<file path="src/rtl/nsub_pkg.sv">
// Package of the nibble S-box cipher: codes, widths and the structs
// passed between the controller and the top level. No dependencies.
package nsub_pkg;

  localparam int ADDR_W = 10;
  localparam int NIB_W  = 4;

  typedef logic [ADDR_W-1:0] addr_t;
  typedef logic [NIB_W-1:0]  nib_t;

  localparam logic [1:0] ACT_LOAD  = 2'd0;
  localparam logic [1:0] ACT_CHECK = 2'd1;
  localparam logic [1:0] ACT_DATA  = 2'd2;

  localparam logic [1:0] STAT_BYTE    = 2'd0;
  localparam logic [1:0] STAT_KEY_OK  = 2'd1;
  localparam logic [1:0] STAT_KEY_BAD = 2'd2;
  localparam logic [1:0] STAT_REFUSED = 2'd3;

  localparam logic CFG_ENCRYPT = 1'b0;
  localparam logic CFG_BLOCK   = 1'b1;

  localparam logic [7:0] PAD_BYTE = 8'h20;

  typedef enum logic [2:0] {
    ST_CLEAR,
    ST_IDLE,
    ST_SUB,
    ST_PAD_RD,
    ST_PAD_WR,
    ST_CHK_RD,
    ST_CHK_EV,
    ST_EMIT
  } state_t;

  typedef struct packed {
    logic       encrypt;
    logic [5:0] blk_len;
    logic       blk_wr;
  } cfg_t;

  typedef struct packed {
    logic       load;
    logic [7:0] data;
    logic [1:0] status;
    logic       last;
  } res_t;

  typedef struct packed {
    logic  we;
    addr_t addr;
    nib_t  data;
  } mem_wr_t;

  typedef struct packed {
    logic  en;
    addr_t addr_a;
    addr_t addr_b;
  } mem_rd_t;

endpackage

</file>
<file path="src/rtl/nsub_ctrl.sv">
// Sequencer of the nibble S-box cipher: key loads, key check walk, byte
// substitution and padding, all through the box memories. Depends on nsub_pkg.
module nsub_ctrl (
  input  logic              clk,
  input  logic              rst_n,
  input  logic              in_valid,
  output logic              in_stall,
  input  logic [1:0]        in_action,
  input  logic [5:0]        in_box_index,
  input  logic [3:0]        in_entry_index,
  input  logic [3:0]        in_key_value,
  input  logic [7:0]        in_data_byte,
  input  logic              in_data_last,
  input  nsub_pkg::cfg_t    cfg,
  input  logic              out_free,
  output nsub_pkg::res_t    res,
  output nsub_pkg::mem_wr_t fwd_wr,
  output nsub_pkg::mem_wr_t inv_wr,
  output nsub_pkg::mem_rd_t mem_rd,
  input  nsub_pkg::nib_t    fwd_rd_a,
  input  nsub_pkg::nib_t    fwd_rd_b,
  input  nsub_pkg::nib_t    inv_rd_a,
  input  nsub_pkg::nib_t    inv_rd_b
);
  import nsub_pkg::*;

  state_t      state_r, state_nxt;
  logic [4:0]  pos_r, pos_nxt;
  logic [4:0]  pad_pos_r, pad_pos_nxt;
  logic        key_valid_r, key_valid_nxt;
  logic [15:0] seen_r, seen_nxt;
  addr_t       chk_cnt_r, chk_cnt_nxt;
  addr_t       clr_cnt_r, clr_cnt_nxt;
  logic [1:0]  pend_status_r, pend_status_nxt;
  logic        sub_last_r, sub_last_nxt;

  logic        accept;
  logic [4:0]  pos_norm;
  logic [5:0]  pos_inc;
  logic [4:0]  pos_wrap;
  logic [5:0]  pad_inc;
  logic        pad_done;
  logic [5:0]  nbox_m1;
  logic [5:0]  chk_box;
  nib_t        chk_ent;
  logic        chk_dup;
  logic        chk_end;
  logic        refuse;
  logic [7:0]  sub_data;

  assign accept   = in_valid && (state_r == ST_IDLE);
  assign in_stall = (state_r != ST_IDLE);

  assign pos_norm = ({1'b0, pos_r} >= cfg.blk_len) ? 5'd0 : pos_r;
  assign pos_inc  = {1'b0, pos_norm} + 6'd1;
  assign pos_wrap = (pos_inc >= cfg.blk_len) ? 5'd0 : pos_inc[4:0];
  assign pad_inc  = {1'b0, pad_pos_r} + 6'd1;
  assign pad_done = (pad_inc >= cfg.blk_len);

  assign nbox_m1  = 6'(({1'b0, cfg.blk_len} << 1) - 7'd1);
  assign chk_box  = chk_cnt_r[ADDR_W-1:NIB_W];
  assign chk_ent  = chk_cnt_r[NIB_W-1:0];
  assign chk_dup  = seen_r[fwd_rd_a];
  assign chk_end  = (chk_box == nbox_m1) && (chk_ent == 4'hF);

  assign refuse   = !cfg.encrypt && !key_valid_r;
  assign sub_data = cfg.encrypt ? {fwd_rd_b, fwd_rd_a} : {inv_rd_b, inv_rd_a};

  // Next state.
  always_comb begin
    state_nxt = state_r;
    case (state_r)
      ST_CLEAR: begin
        if (clr_cnt_r == '1) state_nxt = ST_IDLE;
      end
      ST_IDLE: begin
        if (accept) begin
          case (in_action)
            ACT_CHECK: state_nxt = ST_CHK_RD;
            ACT_DATA:  state_nxt = refuse ? ST_EMIT : ST_SUB;
            default:   state_nxt = ST_IDLE;
          endcase
        end
      end
      ST_SUB: begin
        if (out_free) state_nxt = sub_last_r ? ST_IDLE : ST_PAD_RD;
      end
      ST_PAD_RD: state_nxt = ST_PAD_WR;
      ST_PAD_WR: begin
        if (out_free && pad_done) state_nxt = ST_IDLE;
        else if (out_free)        state_nxt = ST_PAD_RD;
      end
      ST_CHK_RD: state_nxt = ST_CHK_EV;
      ST_CHK_EV: begin
        if (chk_dup || chk_end) state_nxt = ST_EMIT;
        else                    state_nxt = ST_CHK_RD;
      end
      ST_EMIT: begin
        if (out_free) state_nxt = ST_IDLE;
      end
      default: state_nxt = ST_IDLE;
    endcase
  end

  // Datapath registers.
  always_comb begin
    pos_nxt         = pos_r;
    pad_pos_nxt     = pad_pos_r;
    key_valid_nxt   = key_valid_r;
    seen_nxt        = seen_r;
    chk_cnt_nxt     = chk_cnt_r;
    clr_cnt_nxt     = clr_cnt_r;
    pend_status_nxt = pend_status_r;
    sub_last_nxt    = sub_last_r;
    case (state_r)
      ST_CLEAR: clr_cnt_nxt = clr_cnt_r + addr_t'(1);
      ST_IDLE: begin
        if (accept) begin
          case (in_action)
            ACT_LOAD: key_valid_nxt = 1'b0;
            ACT_CHECK: begin
              chk_cnt_nxt = '0;
              seen_nxt    = '0;
            end
            ACT_DATA: begin
              if (refuse) begin
                pend_status_nxt = STAT_REFUSED;
                if (in_data_last) pos_nxt = 5'd0;
              end else if (in_data_last && (pos_wrap != 5'd0)) begin
                sub_last_nxt = 1'b0;
                pad_pos_nxt  = pos_wrap;
                pos_nxt      = 5'd0;
              end else begin
                sub_last_nxt = 1'b1;
                pos_nxt      = pos_wrap;
              end
            end
            default: ;
          endcase
        end
      end
      ST_PAD_WR: begin
        if (out_free) pad_pos_nxt = pad_inc[4:0];
      end
      ST_CHK_EV: begin
        if (chk_dup) begin
          key_valid_nxt   = 1'b0;
          pend_status_nxt = STAT_KEY_BAD;
        end else begin
          // The mask restarts with each box.
          seen_nxt    = (chk_ent == 4'hF) ? 16'd0 : (seen_r | (16'd1 << fwd_rd_a));
          chk_cnt_nxt = chk_cnt_r + addr_t'(1);
          if (chk_end) begin
            key_valid_nxt   = 1'b1;
            pend_status_nxt = STAT_KEY_OK;
          end
        end
      end
      default: ;
    endcase
    if (cfg.blk_wr) begin
      key_valid_nxt = 1'b0;
      pos_nxt       = 5'd0;
    end
  end

  // Memory ports and result.
  always_comb begin
    fwd_wr = '0;
    inv_wr = '0;
    mem_rd = '0;
    res    = '0;
    case (state_r)
      ST_CLEAR: begin
        fwd_wr.we   = 1'b1;
        fwd_wr.addr = clr_cnt_r;
      end
      ST_IDLE: begin
        if (accept && in_action == ACT_LOAD) begin
          fwd_wr.we   = 1'b1;
          fwd_wr.addr = {in_box_index, in_entry_index};
          fwd_wr.data = in_key_value;
        end
        if (accept && in_action == ACT_DATA && !refuse) begin
          mem_rd.en     = 1'b1;
          mem_rd.addr_a = {pos_norm, 1'b0, in_data_byte[3:0]};
          mem_rd.addr_b = {pos_norm, 1'b1, in_data_byte[7:4]};
        end
      end
      ST_SUB: begin
        res.load   = out_free;
        res.data   = sub_data;
        res.status = STAT_BYTE;
        res.last   = sub_last_r;
      end
      ST_PAD_RD: begin
        mem_rd.en     = 1'b1;
        mem_rd.addr_a = {pad_pos_r, 1'b0, PAD_BYTE[3:0]};
        mem_rd.addr_b = {pad_pos_r, 1'b1, PAD_BYTE[7:4]};
      end
      ST_PAD_WR: begin
        res.load   = out_free;
        res.data   = sub_data;
        res.status = STAT_BYTE;
        res.last   = pad_done;
      end
      ST_CHK_RD: begin
        mem_rd.en     = 1'b1;
        mem_rd.addr_a = chk_cnt_r;
        mem_rd.addr_b = chk_cnt_r;
      end
      ST_CHK_EV: begin
        // A box that later fails keeps the inverse entries written so far;
        // they are unreachable because the key stays invalid.
        inv_wr.we   = !chk_dup;
        inv_wr.addr = {chk_box, fwd_rd_a};
        inv_wr.data = chk_ent;
      end
      ST_EMIT: begin
        res.load   = out_free;
        res.data   = 8'd0;
        res.status = pend_status_r;
        res.last   = 1'b1;
      end
      default: ;
    endcase
  end

  always_ff @(posedge clk) begin
    if (!rst_n) begin
      state_r     <= ST_CLEAR;
      pos_r       <= '0;
      key_valid_r <= 1'b0;
      seen_r      <= '0;
      clr_cnt_r   <= '0;
    end else begin
      state_r     <= state_nxt;
      pos_r       <= pos_nxt;
      key_valid_r <= key_valid_nxt;
      seen_r      <= seen_nxt;
      clr_cnt_r   <= clr_cnt_nxt;
    end
  end

  always_ff @(posedge clk) begin
    pad_pos_r     <= pad_pos_nxt;
    chk_cnt_r     <= chk_cnt_nxt;
    pend_status_r <= pend_status_nxt;
    sub_last_r    <= sub_last_nxt;
  end

endmodule

</file>
<file path="config.mk">
export PLATFORM = sky130hd
export DESIGN_NAME = nsub_ctrl
export DESIGN_NICKNAME = d
export VERILOG_FILES = /design/src/rtl/nsub_pkg.sv /design/src/rtl/nsub_ctrl.sv
export SDC_FILE = /design/constraint.sdc
export NUM_CORES = 1
export LEC_CHECK = 0
export ABC_CLOCK_PERIOD_IN_PS = 4700
export BUFFER_PORTS_ARGS = -buffer_cell sky130_fd_sc_hd__buf_2
export CAP_MARGIN = 0
export CORE_AREA = 3 3 120 122
export CTS_BUF_LIST = sky130_fd_sc_hd__clkbuf_2
export DETAILED_ROUTE_END_ITERATION = 8
export DIE_AREA = 0 0 123 125
export HOLD_SLACK_MARGIN = 0.02
export SLEW_MARGIN = 15
export SYNTH_ARGS = -nofsm -noshare
export SYNTH_HDL_FRONTEND = slang
export SYNTH_SLANG_ARGS = --single-unit
</file>
<file path="constraint.sdc">
create_clock -name clk -period 4.7 [get_ports clk]
set_input_delay 0.94 -clock clk [delete_from_list [all_inputs] [get_ports clk]]
set_output_delay 0.94 -clock clk [all_outputs]
set_load 0.03 [all_outputs]
</file>
## Word-level counts from Yosys, hierarchy flattened

Cells that the tools add are included.

- Add/sub/neg operators: 5
- Magnitude comparators: 4
- Eq/ne operators: 28
- Shifts and indexed selects: 1
- Mux-type cells: 53
- Bitwise logic cells: 3
- Reduce and logical (&&, ||, !) cells: 26

Operators with widths:

| operator | number |
|---|---|
| 2-to-1 mux 16 bit | 4 |
| one-hot mux 21 bit (3 select lines) | 1 |
| 2-to-1 mux 5 bit | 10 |
| one-hot mux 12 bit (3 select lines) | 1 |
| one-hot mux 16 bit (2 select lines) | 1 |
| 2-to-1 mux 10 bit | 3 |
| 2-to-1 mux 15 bit | 2 |
| one-hot mux 3 bit (8 select lines) | 1 |
| one-hot mux 11 bit (2 select lines) | 1 |
| 2-to-1 mux 21 bit | 1 |
| 2-to-1 mux 3 bit | 7 |
| adder 10 x 1 -> 10 bit (second input constant) | 2 |
| one-hot mux 10 bit (2 select lines) | 1 |
| inequality test 2 bit (second input constant) | 9 |
| bitwise OR 16 bit | 1 |
| AND reduction 4 bit | 4 |
| left shift 1 x 4 -> 16 bit (first input constant) | 1 |
| 2-to-1 mux 2 bit | 7 |
| adder 5 x 1 -> 6 bit (second input constant) | 2 |
| == test 3 bit (second input constant) | 4 |
| greater-or-equal comparator 6 bit | 2 |
| == test 10 bit (second input constant) | 1 |
| one-hot mux 5 bit (2 select lines) | 1 |
| AND reduction 5 bit | 2 |
| other kinds (29) | 51 |

- Bits in registers: 53
- Bits of input ports: 53
- Output and inout bits: 64
- Logic and storage cells: 129

## Depth between registers and ports, before layout

- Word-level depth: 12
- Gate-level depth with buffers: 16
- Depth with buffers taken out: 16

## Least setup slack after synthesis

No wires, ideal clock.

- Path kind: input -> register
- From: in cfg[1] in the netlist's numbering
- To: reg pad_pos_r[0], enable pin
- Arrival time: 3827 ps
- Data required time: 4326 ps
- Setup slack: 499 ps
- Stages on the path: 14
- Buffers on the path: 0
- Path through: ha_1 nand2b_1 a21o_1 a21oi_1 o21ai_0 nor2b_1 ha_1 nand3_1 xor2_1 a211oi_1 ha_1 a31oi_1 o311ai_0 o21ai_0

- Word-level cells in the longest chain between the ends: 9

Ends and longest elaborated chain:

| element | line | source |
|---|---|---|
| from (decl) | nsub_ctrl.sv:14 | `input nsub_pkg::cfg_t cfg,` |
| greater-or-equal comparator 5 x 6 -> 1 bit | nsub_ctrl.sv:54 | `assign pos_norm = ({1'b0, pos_r} >= cfg.blk_len) ? 5'd0 : pos_r;` |
| 2-to-1 mux 5 bit | nsub_ctrl.sv:54 |  |
| adder 5 x 1 -> 6 bit | nsub_ctrl.sv:55 | `assign pos_inc = {1'b0, pos_norm} + 6'd1;` |
| greater-or-equal comparator 6 bit | nsub_ctrl.sv:56 | `assign pos_wrap = (pos_inc >= cfg.blk_len) ? 5'd0 : pos_inc[4:0];` |
| 2-to-1 mux 5 bit (*) | nsub_ctrl.sv:56 |  |
| nonzero test 5 bit (*) | nsub_ctrl.sv:129 | `end else if (in_data_last && (pos_wrap != 5'd0)) begin` |
| logical AND 1 bit (*) | nsub_ctrl.sv:129 |  |
| inequality test 2 x 1 -> 1 bit (no line) (*) | n/a |  |
| AND reduction 6 bit (no line) (*) | n/a |  |
| to (signal assigned) | nsub_ctrl.sv:246 | `pad_pos_r <= pad_pos_nxt;` |
| to (decl) | nsub_ctrl.sv:29 | `logic [4:0] pad_pos_r, pad_pos_nxt;` |

Mark *: on every way between the ends. The rest lies on a longest branch, timed or not.
A chain may end at the register's enable or synchronous reset.

## Worst setup path after layout

- From: in cfg[1] in the netlist's numbering
- To: reg pad_pos_r[1], enable pin

The elaborated chain is that of the path after synthesis.

==> impl_results.md <==
* Clock-pin slew on the worst setup and hold paths at 0.29 ns
* Fin Setup TNS at 0 ns
* Max clock buf depth at 2
* Slowest CP cell: ha_1
* Hold Path End: seen_r[3]
* Post-layout minimum cycle time at 4.09 ns
* CTS Hold Bufs at 0
* RSZ-0062 raised after global routing: no
* Placed insts at 722
* Resize count post-CTS at 0
* Grt ovf at 0
* Worst slew margin at 0.382
* Period utilization at 0.870
* Num rows at 42
* HP Class: flip-flop to flip-flop
* Postcts setup bufs at 0
* Final instance area at 0.00470 sq mm
* Startpoint types: primary input
* Synth warnings at 0
* Clk root buf: clkbuf_2
* Status: finished, final reports clean
* Critical path class: primary input to flip-flop
* Hpwl dp at 8.80 mm
* Post-DP Area at 0.00465 sq mm
* Yosys cell types at 66
* Layout cells sized above 1 at 0.262
* Total power draw at 1310 uW
* Final nets at 631
* Final setup vio count at 0
* CP Buf/Inv Count at 2
* Vias per inst at 5.04
* DIE AREA at 0.0154 sq mm
* EDFF count, synth at 18
* Mean Syn Cell Area at 8.73 sq um
* Main synth FF type: dfxtp_1
* Register area at 0.00124 sq mm
* Maximum vdd drop at 0.000140 V
* H-tree Lvls at 2
* Count of pins over their slew limit at 0
* Final hold violations at 0
* Routability cong. at 0.846
* DR vias at 3682
* Reg2reg setup slack at 0.68 ns
* Worst slew pin tran at 0.923 ns
* Initial drt markers at 188
* Area of the multi-input gates at 0.00252 sq mm
* Part of the Yosys area used for sequential elements at 0.311
* Clk_lat worst skew at 0.46 ns
* Fill cell count at 1385
* Largest stage delay on the critical path at 0.31 ns
* Final routed DRC violation total at 0
* Global-route wire length before repair at 18.6 mm
* Crit-path cells: buf_2 -> ha_1 -> nand2b_1 -> a21o_1 -> a21oi_1 -> o21ai_0 -> nor2b_1 -> ha_1 -> nand3_1 -> xor2_1 -> a211oi_1 -> ha_1 -> a31oi_1 -> o311ai_0 -> o21ai_0 -> buf_4
* Synth Instances at 457
* Die Span Y at 125 um
* Reg-to-reg critical path endpoint: pad_pos_r[1]
* Achievable frequency at 0.245 GHz
* Crit path max-delay family: compound AO/OA/AOI/OAI gates
* Routed Antenna Nets at 0
* HP Start: seen_r[3]
* Most frequent cells in the layout: 116 x buf_2, 52 x nor2_1, 35 x dfxtp_1
* Clock tree sinks at 53
* CP arrival at 4.33 ns
* Fin Clk Skew at 0.0299 ns
* Chip Width at 123 um
* Layout Cells excl Fill at 730
* CP Data Required Time at 4.94 ns
* WL/cell at 15.7 um
* WP depth at 16
* Core area at 0.0133 sq mm
* Total GRT Usage at 0.147
* CTS Buf Count at 5
* Pin count of the biggest net entering global routing at 22
* Most common cell after layout, fill and taps aside: buf_2
* Io pins at 117
* Number of iterations in the first detailed-routing pass at 5
* Hold path depth at 2
* Syn_nets at 535
* Final wirelength at 11.5 mm
* Leak at 0.00220 uW
* Seq cells post-synth at 53
* Total of max-cap violations at 0
* CTS tree: built
* Mapped Area at 0.00399 sq mm
* PD cells at 279 mW/mm^2
* Vias in the first global route at 3630
* Fraction of registers with async set or reset after synthesis at 0
* # diodes at 0
* Area growth from synthesis to layout at 17.9%
* R2R depth at 16
* Initial antenna violation count at 0
* Most common cell on crit path: ha_1
* Max FO, Critical Path at 6
* RR Startpoint: pos_r[0]
* Buffers on Ports at 116
* Initial Utilization at 0.300
* Worst Setup End Kind: flip-flop
## synth_stat cells (all sizes together), types with 11 or more instances
library cell,instances,share of area
inv,19,0.018
nand3,16,0.021
edfxtp,18,0.14
nand2,26,0.024
o21ai,13,0.016
nor2,57,0.059
a21oi,25,0.031
and2,24,0.038
clkbuf,15,0.014
a22o,22,0.048
dfxtp,35,0.18
mux2i,11,0.029
xnor2,17,0.037
ha,25,0.078
buf,15,0.026
## state kept, by name, indices dropped and copies added (netlist names)
register and count:
clr_cnt_r 10, chk_cnt_r 10, sub_last_r 1, seen_r 16, state_r 3, pos_r 5, key_valid_r 1, pad_pos_r 5
pend_status_r 2
## worst min-delay path, cell delays in order (launching register included)
cell,delay (ns)
dfxtp_1,0.39
a31oi_1,0.04
nor2_1,0.07
## kinds of logic (layout without fill, tap and decap cells)
family | after synthesis | in the layout | synth area share
simple gates | 177 | 177 | 0.239
compound gates | 109 | 109 | 0.194
flops | 53 | 53 | 0.311
buf+inv | 49 | 146 | 0.0580
xor+xnor | 27 | 27 | 0.0593
fa+ha+maj | 25 | 25 | 0.0784
mux | 17 | 17 | 0.0605
## stage by stage
step	hold slack [ns]	util	worst slack, ns
floorplan	0.428	-	0.499
global route	0.533	0.354	0.403
detailed placement	0.453	0.350	0.0971
global placement	0.441	0.350	0.187
finish	0.504	0.354	0.611
CTS	0.510	0.353	0.637
## how the worst max path moves through the flow
stage | end | slack, ns | startpoint
2_1_floorplan | pad_pos_r[0] | 0.50 | cfg[1]
3_3_place_gp | pad_pos_r[2] | 0.19 | cfg[1]
3_5_place_dp | pad_pos_r[0] | 0.1 | cfg[1]
4_1_cts | pad_pos_r[1] | 0.64 | cfg[1]
5_1_grt | pad_pos_r[2] | 0.40 | pos_r[0]
6_report | pad_pos_r[1] | 0.61 | cfg[1]
## report_power, final
part | leakage (uW) | internal (uW) | switching (uW)
registers | 0.000448 | 517 | 79.3
logic | 0.00172 | 189 | 330
clock network | 0.0000334 | 40.4 | 158
## routing by layer
metal  vias to the layer above  track usage  wire [um]
li1                       1843            -          -
met1                      1732        0.202       5200
met2                        94        0.245       5570
met3                        13       0.0235        550
met4                         0       0.0293        140
met5                         -            0          0
## layout make-up
type,count,share of cell area
inverters,19,0.0152
repair buffers,119,0.128
well taps,176,0.0468
clock inverters,2,0.00293
flip-flops and latches,53,0.264
clock buffers,6,0.00639
multi-input cells,355,0.536
(Power assumes the default switching activity.)
